--- src/hdl/ftws_div.sv ---
// Restoring radix-2 divider, one quotient bit per cycle.
// Depends on nothing; used by the top level for the rate quotients.
module ftws_div #(
    parameter int unsigned DVD_W = 36,
    parameter int unsigned DVS_W = 28
) (
    input  logic             clk,
    input  logic             rst_n,
    input  logic             start,
    input  logic [DVD_W-1:0] dividend,
    input  logic [DVS_W-1:0] divisor,
    output logic             done,
    output logic [DVD_W-1:0] quotient
);

    localparam int unsigned CW = $clog2(DVD_W + 1);

    logic [DVS_W-1:0] rem_reg, rem_next;
    logic [DVD_W-1:0] quo_reg, quo_next;
    logic [DVS_W-1:0] dvs_reg, dvs_next;
    logic [CW-1:0]    cnt_reg, cnt_next;
    logic             busy_reg, busy_next;
    logic             done_reg, done_next;
    logic [DVS_W:0]   trial;

    always_comb
    begin
        rem_next  = rem_reg;
        quo_next  = quo_reg;
        dvs_next  = dvs_reg;
        cnt_next  = cnt_reg;
        busy_next = busy_reg;
        done_next = 1'b0;
        trial     = {rem_reg, quo_reg[DVD_W-1]};
        if (start)
        begin
            rem_next  = '0;
            quo_next  = dividend;
            dvs_next  = divisor;
            cnt_next  = '0;
            busy_next = 1'b1;
        end
        else if (busy_reg)
        begin
            // shift in the next dividend bit, subtract when it fits
            if (trial >= {1'b0, dvs_reg})
            begin
                rem_next = DVS_W'(trial - {1'b0, dvs_reg});
                quo_next = {quo_reg[DVD_W-2:0], 1'b1};
            end
            else
            begin
                rem_next = trial[DVS_W-1:0];
                quo_next = {quo_reg[DVD_W-2:0], 1'b0};
            end
            cnt_next = cnt_reg + 1'b1;
            if (cnt_reg == CW'(DVD_W - 1))
            begin
                busy_next = 1'b0;
                done_next = 1'b1;
            end
        end
    end

    always_ff @(posedge clk or negedge rst_n)
    begin
        if (!rst_n)
        begin
            busy_reg <= 1'b0;
            done_reg <= 1'b0;
            cnt_reg  <= '0;
        end
        else
        begin
            busy_reg <= busy_next;
            done_reg <= done_next;
            cnt_reg  <= cnt_next;
        end
    end

    always_ff @(posedge clk)
    begin
        rem_reg <= rem_next;
        quo_reg <= quo_next;
        dvs_reg <= dvs_next;
    end

    assign done     = done_reg;
    assign quotient = quo_reg;

endmodule

--- config.mk ---
export PLATFORM = sky130hd
export DESIGN_NAME = ftws_div
export DESIGN_NICKNAME = d
export VERILOG_FILES = /design/src/hdl/ftws_div.sv
export SDC_FILE = /design/constraint.sdc
export NUM_CORES = 1
export LEC_CHECK = 0
export BUFFER_PORTS_ARGS = -buffer_cell sky130_fd_sc_hd__clkbuf_2
export CAP_MARGIN = 20
export CORE_ASPECT_RATIO = 0.75
export CORE_MARGIN = 3
export CORE_UTILIZATION = 58
export DETAILED_ROUTE_END_ITERATION = 12
export GPL_TIMING_DRIVEN = 0
export PLACE_DENSITY = 0.83
export SYNTH_ARGS = -nofsm -noshare
export SYNTH_HDL_FRONTEND = slang
export SYNTH_SLANG_ARGS = --single-unit
--- constraint.sdc ---
create_clock -name clk -period 5.7 [get_ports clk]
set_input_delay 1.71 -clock clk [delete_from_list [all_inputs] [get_ports clk]]
set_output_delay 1.71 -clock clk [all_outputs]
set_load 0.02 [all_outputs]
==> results by group, run 1 <==
Critical path
  – Critical path arrival: 4.32 ns
  – Critical path class: in -> reg
  – WP data required: 5.81 ns
  – Startpoint Class: input pin
  – Critical path's slowest cell: clkbuf_1
  – CP peak stage delay: 0.55 ns
  – Crit path cell chain: clkbuf_2 -> clkbuf_1 -> nor2_1 -> clkbuf_1 -> inv_1 -> buf_16
  – Crit. End Element: flip-flop
  – Crit Path Max Fanout: 29
  – Critical path's most frequent cell: clkbuf_1

Clock network
  – CTS sink cnt: 100
  – Clk_lat worst skew: 0.35 ns
  – Hold Buf Count CTS: 0
  – CTS max path bufs: 2
  – H-tree depth: 3
  – Clock root cell: clkbuf_16
  – CTS tree: yes
  – Post-CTS setup buffers: 0
  – TritonCTS buffer count: 9
  – Resized cells post-CTS: 0
  – Worst-path clk slew: 0.07 ns

Die
  – FP Rows: 30
  – Starting Density: 59.9%
  – I/O pin cnt: 104
  – Die width: 118 um
  – Die height: 90.0 um
  – Die area: 0.0106 mm^2
  – Core area: 0.00912 mm^2

Global route
  – Largest net degree at the start of global routing: 30
  – Vias in the first global route: 4226
  – Wire length of the first global-routing pass: 21.6 mm
  – Initial antenna violation count: 0
  – Grt total ovfl: 0
  – Tot GR Track Use: 25.5%

Placed design
  – Pre-CTS setup slack: 1.18 ns
  – Post-DP HPWL: 9.95 mm
  – Placed Area: 0.00617 mm^2
  – Routability cong.: 0.955
  – I/O Buffers: 103

STA
  – Fmax: 0.238 GHz
  – Slew @ Worst Pin: 0.725 ns
  – RSZ-0062 raised after global routing: no
  – Final Hold Slack: 0.496 ns
  – Fin. Hold Viols: 0
  – Tcrit/Tclk final: 73.8%
  – Tmin final: 4.21 ns
  – Setup TNS: 0 ns
  – Final Skew: 0.00752 ns
  – Relative slew slack: 51.7%
  – Max Slew Vio Count: 0
  – Setup WS post-layout: 1.49 ns
  – Final Setup Violations: 0

Finish
  – Share of cells above drive strength 1: 26.6%
  – Ant. Diodes: 0
  – Fin nets: 721
  – Area Growth Syn to Fin: 18.3%
  – Design Area, Final: 0.00646 mm^2
  – Largest register FFs: 36

Logic synthesis
  – Syn_area_per_cell: 10.7 um^2
  – Sequential area share after synthesis: 49.1%
  – Mapped Nets: 606
  – Post-synthesis async set-or-reset flop share: 8.00%
  – Seq cells post-synth: 100
  – Yosys warns: 0
  – Number of synthesized flops with an enable pin: 64
  – Netlist cell types: 54
  – Synth Instances: 509
  – Commonest register cell after synthesis: edfxtp_1
  – Synth Cell Area: 0.00546 mm^2

Drt
  – Number of antenna-violating nets in the routed design: 0
  – Routed via count: 4366
  – Starting DRT DRC Count: 433
  – Drc violations: 0
  – Drt total wl: 13.1 mm
  – WL per Instance: 17.3 um
  – Drt pass-1 iters: 7
  – Number of vias per cell: 5.77

Power and ir drop
  – Leakage: 2.89 nW
  – Pwr per Cell Area: 334 mW/mm^2
  – Overall power: 2.16 mW
  – Maximum VDD drop: 0.000219 V

Job
  – Total of max-cap violations: 0

Min path
  – Worst Hold Class: reg -> reg

Run status
  – Status: completed
-- routing by layer --
layer  global-route usage [%]  routed length (um)
met1                     35.3                5910
met2                     37.5                5610
met3                     8.93                1380
met4                     8.59                 220
met5                        0                   0
-- cells in the mapped netlist (4+ instances only) --
cell type,instances,area (um^2)
o21a_1,6,45.0
a21oi_1,29,145
nor2_1,40,150
nand4_1,8,50.1
o21ai_0,27,135
ha_1,29,363
inv_1,36,135
buf_2,4,20.0
a21o_1,9,67.6
xnor2_1,15,131
edfxtp_1,64,1920
a32oi_1,6,52.6
nand2_1,38,143
nor2b_1,6,37.5
dfxtp_1,28,561
dfrtp_1,8,200
o21ai_1,5,25.0
a211oi_1,12,90.1
xor2_1,12,105
a31oi_1,4,25.0
mux2_2,37,417
mux2i_1,14,140
a311oi_1,8,70.1
clkbuf_1,18,67.6
-- report_power, final --
part	switching [mW]	internal, mW
clock network	0.279	0.329
logic	0.365	0.263
registers	0.0612	0.859
total	0.706	1.45
-- area by class of cell --
cell class                      count  area (um^2)
Multi-Input combinational cell    348         2530
Tap cell                          128          160
Inverter                           36          135
Sequential cell                   100         2680
Fill cell                         658         2660
Buffer                             25          114
Timing Repair Buffer              104          543
Clock inverter                      5         40.0
Clock buffer                       11          254
-- placed cells by master (no fill, tap or decap), drive strengths merged, types with 4 or more instances in the layout --
| master | netlist | routed |
|---|---|---|
| xnor2 | 15 | 15 |
| nor2b | 6 | 6 |
| clkbuf | 18 | 132 |
| o21a | 6 | 6 |
| nor2 | 40 | 40 |
| ha | 29 | 29 |
| a21o | 9 | 9 |
| a31oi | 4 | 4 |
| a21oi | 29 | 29 |
| nand4 | 8 | 8 |
| o21ai | 32 | 32 |
| mux2i | 14 | 14 |
| mux2 | 38 | 38 |
| buf | 7 | 8 |
| xor2 | 12 | 12 |
| edfxtp | 64 | 64 |
| a32oi | 6 | 6 |
| dfrtp | 8 | 8 |
| nand2 | 38 | 38 |
| inv | 36 | 40 |
| a311oi | 8 | 8 |
| a211oi | 12 | 12 |
| dfxtp | 28 | 28 |
-- per-stage QoR --
step | instances | utilization, %
2_1_floorplan | 509 | -
3_5_place_dp | 741 | 67.6
6_report | 757 | 70.8
3_3_place_gp | 740 | 67.3
4_1_cts | 757 | 70.8
5_1_grt | 757 | 70.8
-- worst paths after layout --
kind,from,endpoint,slack (ns),depth (start not counted)
max,start,quotient[22],1.49,6
min,rem_reg[3],rem_reg[3],0.50,2
max reg2reg,dvs_reg[3],rem_reg[27],2.37,11
min reg2reg,rem_reg[3],rem_reg[3],0.50,2
max in group asynchronous,rst_n,cnt_reg[2],4.33,1
min in group asynchronous,rst_n,cnt_reg[0],1.19,1
-- worst max-delay path: cells and delay by family --
kind / cells / cell delay [ns]
buffers and inverters: 5 / 2.13
and+or+nand+nor: 1 / 0.46
-- kinds of logic after synthesis --
logic type,after synthesis,synth area share (%)
and+or+nand+nor,114,9.69
buffers and inverters,61,4.56
muxes,52,10.5
adders and majority gates,30,7.01
AOI/OAI and AO/OA,125,14.8
xor gates and xnor gates,27,4.33
DFF,100,49.1
Power figures use the tool's default switching activity.
==> run 2: changes to the inputs <==
- CORE_UTILIZATION: 58 -> 50
- PLACE_DENSITY: 0.83 -> 0.76
- clock period: 5.7 -> 3.74 ns (I/O delays scaled with it)
==> results by group, run 2 (same netlist as run 1, synthesis figures left out) <==
Run status
  – Status: completed

Power and ir drop
  – Maximum VDD drop: 0.000272 V (+24%)
  – Pwr per Cell Area: 504 mW/mm^2 (+51%)
  – Overall power: 3.27 mW (+52%)
  – Leakage: 2.91 nW (+0.39%)

Clock network
  – H-tree depth: 3 (unchanged)
  – Clk_lat worst skew: 0.35 ns (about the same)
  – Worst-path clk slew: 0.07 ns (about the same)
  – Clock root cell: clkbuf_16
  – Post-CTS setup buffers: 0 (unchanged)
  – CTS tree: yes
  – TritonCTS buffer count: 9 (unchanged)
  – CTS sink cnt: 100 (unchanged)
  – CTS max path bufs: 2 (unchanged)

Placed design
  – I/O Buffers: 103 (unchanged)
  – Routability cong.: 0.971 (+1.6%)
  – Pre-CTS setup slack: -0.196 ns (-1.37 ns)
  – Post-DP HPWL: 9.40 mm (-5.5%)

Finish
  – Share of cells above drive strength 1: 27.0% (+0.48 points)
  – Area Growth Syn to Fin: 18.8%
  – Fin nets: 721 (unchanged)
  – Commonest cells after routing, fill and taps aside: 105 x clkbuf_2, 64 x edfxtp_1, 40 x nor2_1, 38 x nand2_1, 37 x mux2_2
  – Largest register FFs: 36 (unchanged)
  – Ant. Diodes: 0 (unchanged)
  – Leading cell type in the layout, fill and taps excluded: clkbuf_2
  – Final core utilization: 62.1% (-8.7 points)

Drt
  – Drt pass-1 iters: 5 (-2)
  – Routed via count: 4311 (-1.3%)
  – Drt total wl: 12.7 mm (-2.9%)
  – Number of antenna-violating nets in the routed design: 0 (unchanged)
  – WL per Instance: 16.7 um (-3.9%)
  – Starting DRT DRC Count: 315 (-27%)
  – Number of vias per cell: 5.64 (-2.3%)
  – Drc violations: 0 (unchanged)

Global route
  – Largest net degree at the start of global routing: 30 (unchanged)
  – Vias in the first global route: 4339 (+2.7%)
  – Grt total ovfl: 0 (unchanged)
  – Tot GR Track Use: 21.6% (-3.9 points)
  – Initial antenna violation count: 0 (unchanged)
  – Wire length of the first global-routing pass: 21.2 mm (-1.6%)

Die
  – Core area: 0.0105 mm^2 (+15%)
  – Die width: 127 um (+7.3%)
  – Starting Density: 52.3% (-7.6 points)
  – Die area: 0.0122 mm^2 (+15%)
  – FP Rows: 32 (+6.7%)
  – Die height: 96.5 um (+7.2%)
  – I/O pin cnt: 104 (unchanged)

STA
  – Tcrit/Tclk final: 87.1%
  – Relative slew slack: 48.0% (-3.6 points)
  – Fin. Hold Viols: 0 (unchanged)
  – Setup TNS: 0 ns (unchanged)
  – Max Slew Vio Count: 0 (unchanged)
  – Final Hold Slack: 0.496 ns (-0.000318 ns)
  – Final Skew: 0.00941 ns (+0.00189 ns)
  – Setup WS post-layout: 0.484 ns (-1.01 ns)
  – Fmax: 0.307 GHz
  – Final Setup Violations: 0 (unchanged)
  – RSZ-0062 raised after global routing: no
  – Slew @ Worst Pin: 0.771 ns (+0.0462 ns)
  – Tmin final: 3.26 ns

Critical path
  – Startpoint Class: input pin
  – Crit Path Max Fanout: 29 (unchanged)
  – Setup crit start: start
  – Reg2reg start: quotient[35]
  – Critical path class: in -> reg
  – Crit. End Element: flip-flop
  – WP data required: 3.85 ns (-1.96 ns)
  – Critical path arrival: 3.36 ns (-0.96 ns)

Min path
  – Hold Crit Start: rem_reg[4]
  – Worst Hold Class: reg -> reg

Job
  – Total of max-cap violations: 0 (unchanged)
==> run 2: power by group <==
part | switching (mW) | leakage [nW] | total [mW] | internal (mW)
clock network | 0.470 | 0.152 | 0.955 | 0.485
registers | 0.0796 | 0.987 | 1.39 | 1.31
logic | 0.531 | 1.77 | 0.930 | 0.399
==> run 2: worst max-delay path, stage by stage <==
cell and delay [ns]:
clkbuf_2 0.43, clkbuf_1 0.32, nor2_1 0.47, clkbuf_2 0.41, inv_1 0.32, buf_16 0.27
==> run 2: path summary, 6_finish.rpt <==
path	slack, ns	end	cells past startpoint
worst max-delay path	0.48	quotient[7]	6
worst min-delay path	0.50	rem_reg[4]	2
worst max register to register	0.48	rem_reg[26]	11
worst min register to register	0.50	rem_reg[4]	2
max in group asynchronous	2.96	cnt_reg[2]	1
min in group asynchronous	0.60	cnt_reg[1]	1
==> run 2: area by class of cell <==
type,count,area (um^2)
Multi-Input combinational cell,348,2530
Inverter,36,135
Sequential cell,100,2680
Clock inverter,7,83.8
Timing Repair Buffer,104,543
Buffer,25,116
Clock buffer,9,225
Tap cell,136,170
Fill cell,878,3960
==> run 2: repair_timing <==
action / 4_1_cts / 5_1_grt
gates resized for setup: 0 / 4
hold buffers: 0 / 0
endpoints found under the setup margin: 0 / 27
==> run 2: layer usage <==
metal | wire length, um | global-route usage [%] | vias up
li1 | - | - | 2092
met3 | 992 | 5.05 | 21
met1 | 5750 | 29.1 | 2021
met4 | 205 | 7.23 | 0
met2 | 5800 | 34.8 | 177
met5 | 0 | 0 | -
==> run 2: metrics by stage <==
stage / instances / instance area, um^2
after detailed placement: 749 / 6180
after floorplan: 509 / 5460
after global routing: 765 / 6490
after global placement: 748 / 6150
final: 765 / 6490
after CTS: 765 / 6480
==> run 3: changes to the inputs <==
- CORE_MARGIN: 3 -> unset
==> results by group, run 3 (same netlist as run 1, synthesis figures left out) <==
Global route
  – Grt total ovfl: 0 (unchanged)
  – Largest net degree at the start of global routing: 30 (unchanged)
  – Vias in the first global route: 4194 (-3.3%)
  – Initial antenna violation count: 0 (unchanged)
  – Wire length of the first global-routing pass: 21.0 mm (-1.2%)
  – Tot GR Track Use: 24.2% (+2.6 points)

STA
  – Setup TNS: 0 ns (unchanged)
  – Fmax: 0.288 GHz (-6.3%)
  – Final Setup Violations: 0 (unchanged)
  – Fin. Hold Viols: 0 (unchanged)
  – Setup WS post-layout: 0.265 ns (-0.219 ns)
  – Slew @ Worst Pin: 0.764 ns (-0.00725 ns)
  – Tcrit/Tclk final: 92.9% (+5.9 points)
  – Relative slew slack: 49.1% (+1.0 points)
  – RSZ-0062 raised after global routing: no
  – Final Skew: 0.0135 ns (+0.00406 ns)
  – Tmin final: 3.48 ns (+0.219 ns)
  – Max Slew Vio Count: 0 (unchanged)

Finish
  – Post-route insts no fill: 765 (unchanged)
  – Ant. Diodes: 0 (unchanged)
  – Area Growth Syn to Fin: 18.8% (about the same)
  – Largest register FFs: 36 (unchanged)
  – Design Area, Final: 0.00649 mm^2 (about the same)
  – Leading cell type in the layout, fill and taps excluded: clkbuf_2
  – Share of cells above drive strength 1: 26.9% (-0.16 points)
  – Fill cell count: 844 (-3.9%)
  – Final core utilization: 62.1% (about the same)
  – Fin nets: 721 (unchanged)
  – Commonest cells after routing, fill and taps aside: 104 x clkbuf_2, 64 x edfxtp_1, 40 x nor2_1, 38 x nand2_1, 37 x mux2_2

Drt
  – Number of vias per cell: 5.76 (+2.2%)
  – Starting DRT DRC Count: 339 (+7.6%)
  – Drc violations: 0 (unchanged)
  – Drt total wl: 12.8 mm (+0.55%)
  – Drt pass-1 iters: 5 (unchanged)
  – Number of antenna-violating nets in the routed design: 0 (unchanged)
  – WL per Instance: 16.8 um (+0.55%)
  – Routed via count: 4404 (+2.2%)

Power and ir drop
  – Pwr per Cell Area: 506 mW/mm^2 (+0.23%)
  – Maximum VDD drop: 0.000277 V (+1.9%)
  – Leakage: 2.90 nW (-0.12%)

Critical path
  – CP peak stage delay: 0.50 ns (+0.03 ns)
  – Critical path's most frequent cell: clkbuf_1
  – Crit-path leading delay family: compound AO/OA/AOI/OAI gates
  – Crit path cell chain: inv_1 -> ha_1 -> nand3_1 -> o21bai_1 -> and2_1 -> clkbuf_1 -> o311a_1 -> nor4b_1 -> clkbuf_1 -> o21ai_0 -> o22ai_1
  – Critical path's slowest cell: clkbuf_1
  – CP bufs+invs: 3 (-2)
  – Startpoint Class: flip-flop
  – WP data required: 4.02 ns (+0.17 ns)
  – Critical path arrival: 3.76 ns (+0.40 ns)
  – Crit Path Max Fanout: 10 (-66%)
  – Crit. End Element: flip-flop
  – Critical path class: reg -> reg

Clock network
  – Worst-path clk slew: 0.08 ns (about the same)
  – TritonCTS buffer count: 9 (unchanged)
  – H-tree depth: 3 (unchanged)
  – Post-CTS setup buffers: 0 (unchanged)
  – CTS sink cnt: 100 (unchanged)
  – CTS max path bufs: 2 (unchanged)
  – Resized cells post-CTS: 0 (unchanged)
  – Clk_lat worst skew: 0.36 ns (about the same)
  – Hold Buf Count CTS: 0 (unchanged)
  – CTS tree: yes
  – Clock root cell: clkbuf_16

Die
  – Core area: 0.0105 mm^2 (unchanged)
  – Die height: 92.5 um (-4.1%)
  – FP Rows: 32 (unchanged)
  – Die area: 0.0114 mm^2 (-7.2%)
  – Die width: 123 um (-3.2%)
  – Starting Density: 52.3% (unchanged)
  – I/O pin cnt: 104 (unchanged)

Placed design
  – I/O Buffers: 103 (unchanged)
  – Post-DP HPWL: 9.29 mm (-1.2%)
  – Placed Cells: 749 (unchanged)
  – Routability cong.: 0.920 (-5.2%)
  – Placed Area: 0.00618 mm^2 (unchanged)
  – Pre-CTS setup slack: -0.236 ns (-0.0401 ns)

Min path
  – Worst Hold Class: reg -> reg

Job
  – Total of max-cap violations: 0 (unchanged)

Run status
  – Status: completed
run 3: cell types whose count changed in the layout (fill, tap and decap cells not counted):
cell	before	now
clkbuf_2	105	104
clkbuf_1	16	17
inv_8	3	2
inv_12	1	0
clkinv_4	0	1
inv_6	2	1
clkinv_8	1	3
run 3: worst min-delay path, delay by kind of cell, from the launching register on:
| kind | cells | cell delay [ns] |
|---|---|---|
| compound gates | 1 | 0.07 |
| simple gates | 1 | 0.05 |
| flops | 1 | 0.33 |
run 3: path summary, 6_finish.rpt:
check | slack, ns | depth (start not counted) | end | startpoint
worst max-delay path | 0.26 | 11 | rem_reg[27] | dvs_reg[3]
worst min-delay path | 0.50 | 2 | rem_reg[2] | rem_reg[2]
worst max register to register | 0.26 | 11 | rem_reg[27] | dvs_reg[3]
worst min register to register | 0.50 | 2 | rem_reg[2] | rem_reg[2]
max in group asynchronous | 2.96 | 1 | cnt_reg[3] | rst_n
min in group asynchronous | 0.59 | 1 | cnt_reg[4] | rst_n
run 3: where the power goes:
group,leakage [nW],switching (mW),internal (mW)
clock,0.152,0.477,0.482
sequential,0.987,0.0796,1.31
combinational,1.76,0.535,0.400
run 3: cell type report:
cell class | count | area (um^2) | share of cell area [%]
timing repair buffer | 104 | 543 | 8.37
multi-input combinational | 348 | 2530 | 39.0
buffer | 25 | 115 | 1.77
sequential | 100 | 2680 | 41.3
clock inverter | 7 | 88.8 | 1.37
inverter | 36 | 135 | 2.08
clock buffer | 9 | 225 | 3.47
tap | 136 | 170 | 2.62
run 3: stage by stage:
step | power (mW) | hold WS [ns]
2_1_floorplan | 2.08 | 0.453
3_3_place_gp | 2.30 | 0.471
3_5_place_dp | 2.33 | 0.489
4_1_cts | 3.29 | 0.501
5_1_grt | 3.44 | 0.531
6_report | 3.28 | 0.500
run 3: layer usage:
layer	share of wire, %	track usage (%)	up-vias
met5	0	0	-
met4	1.5	7.62	0
met3	7.0	4.99	19
met2	46	37.2	195
met1	45	34.2	2087
li1	-	-	2103
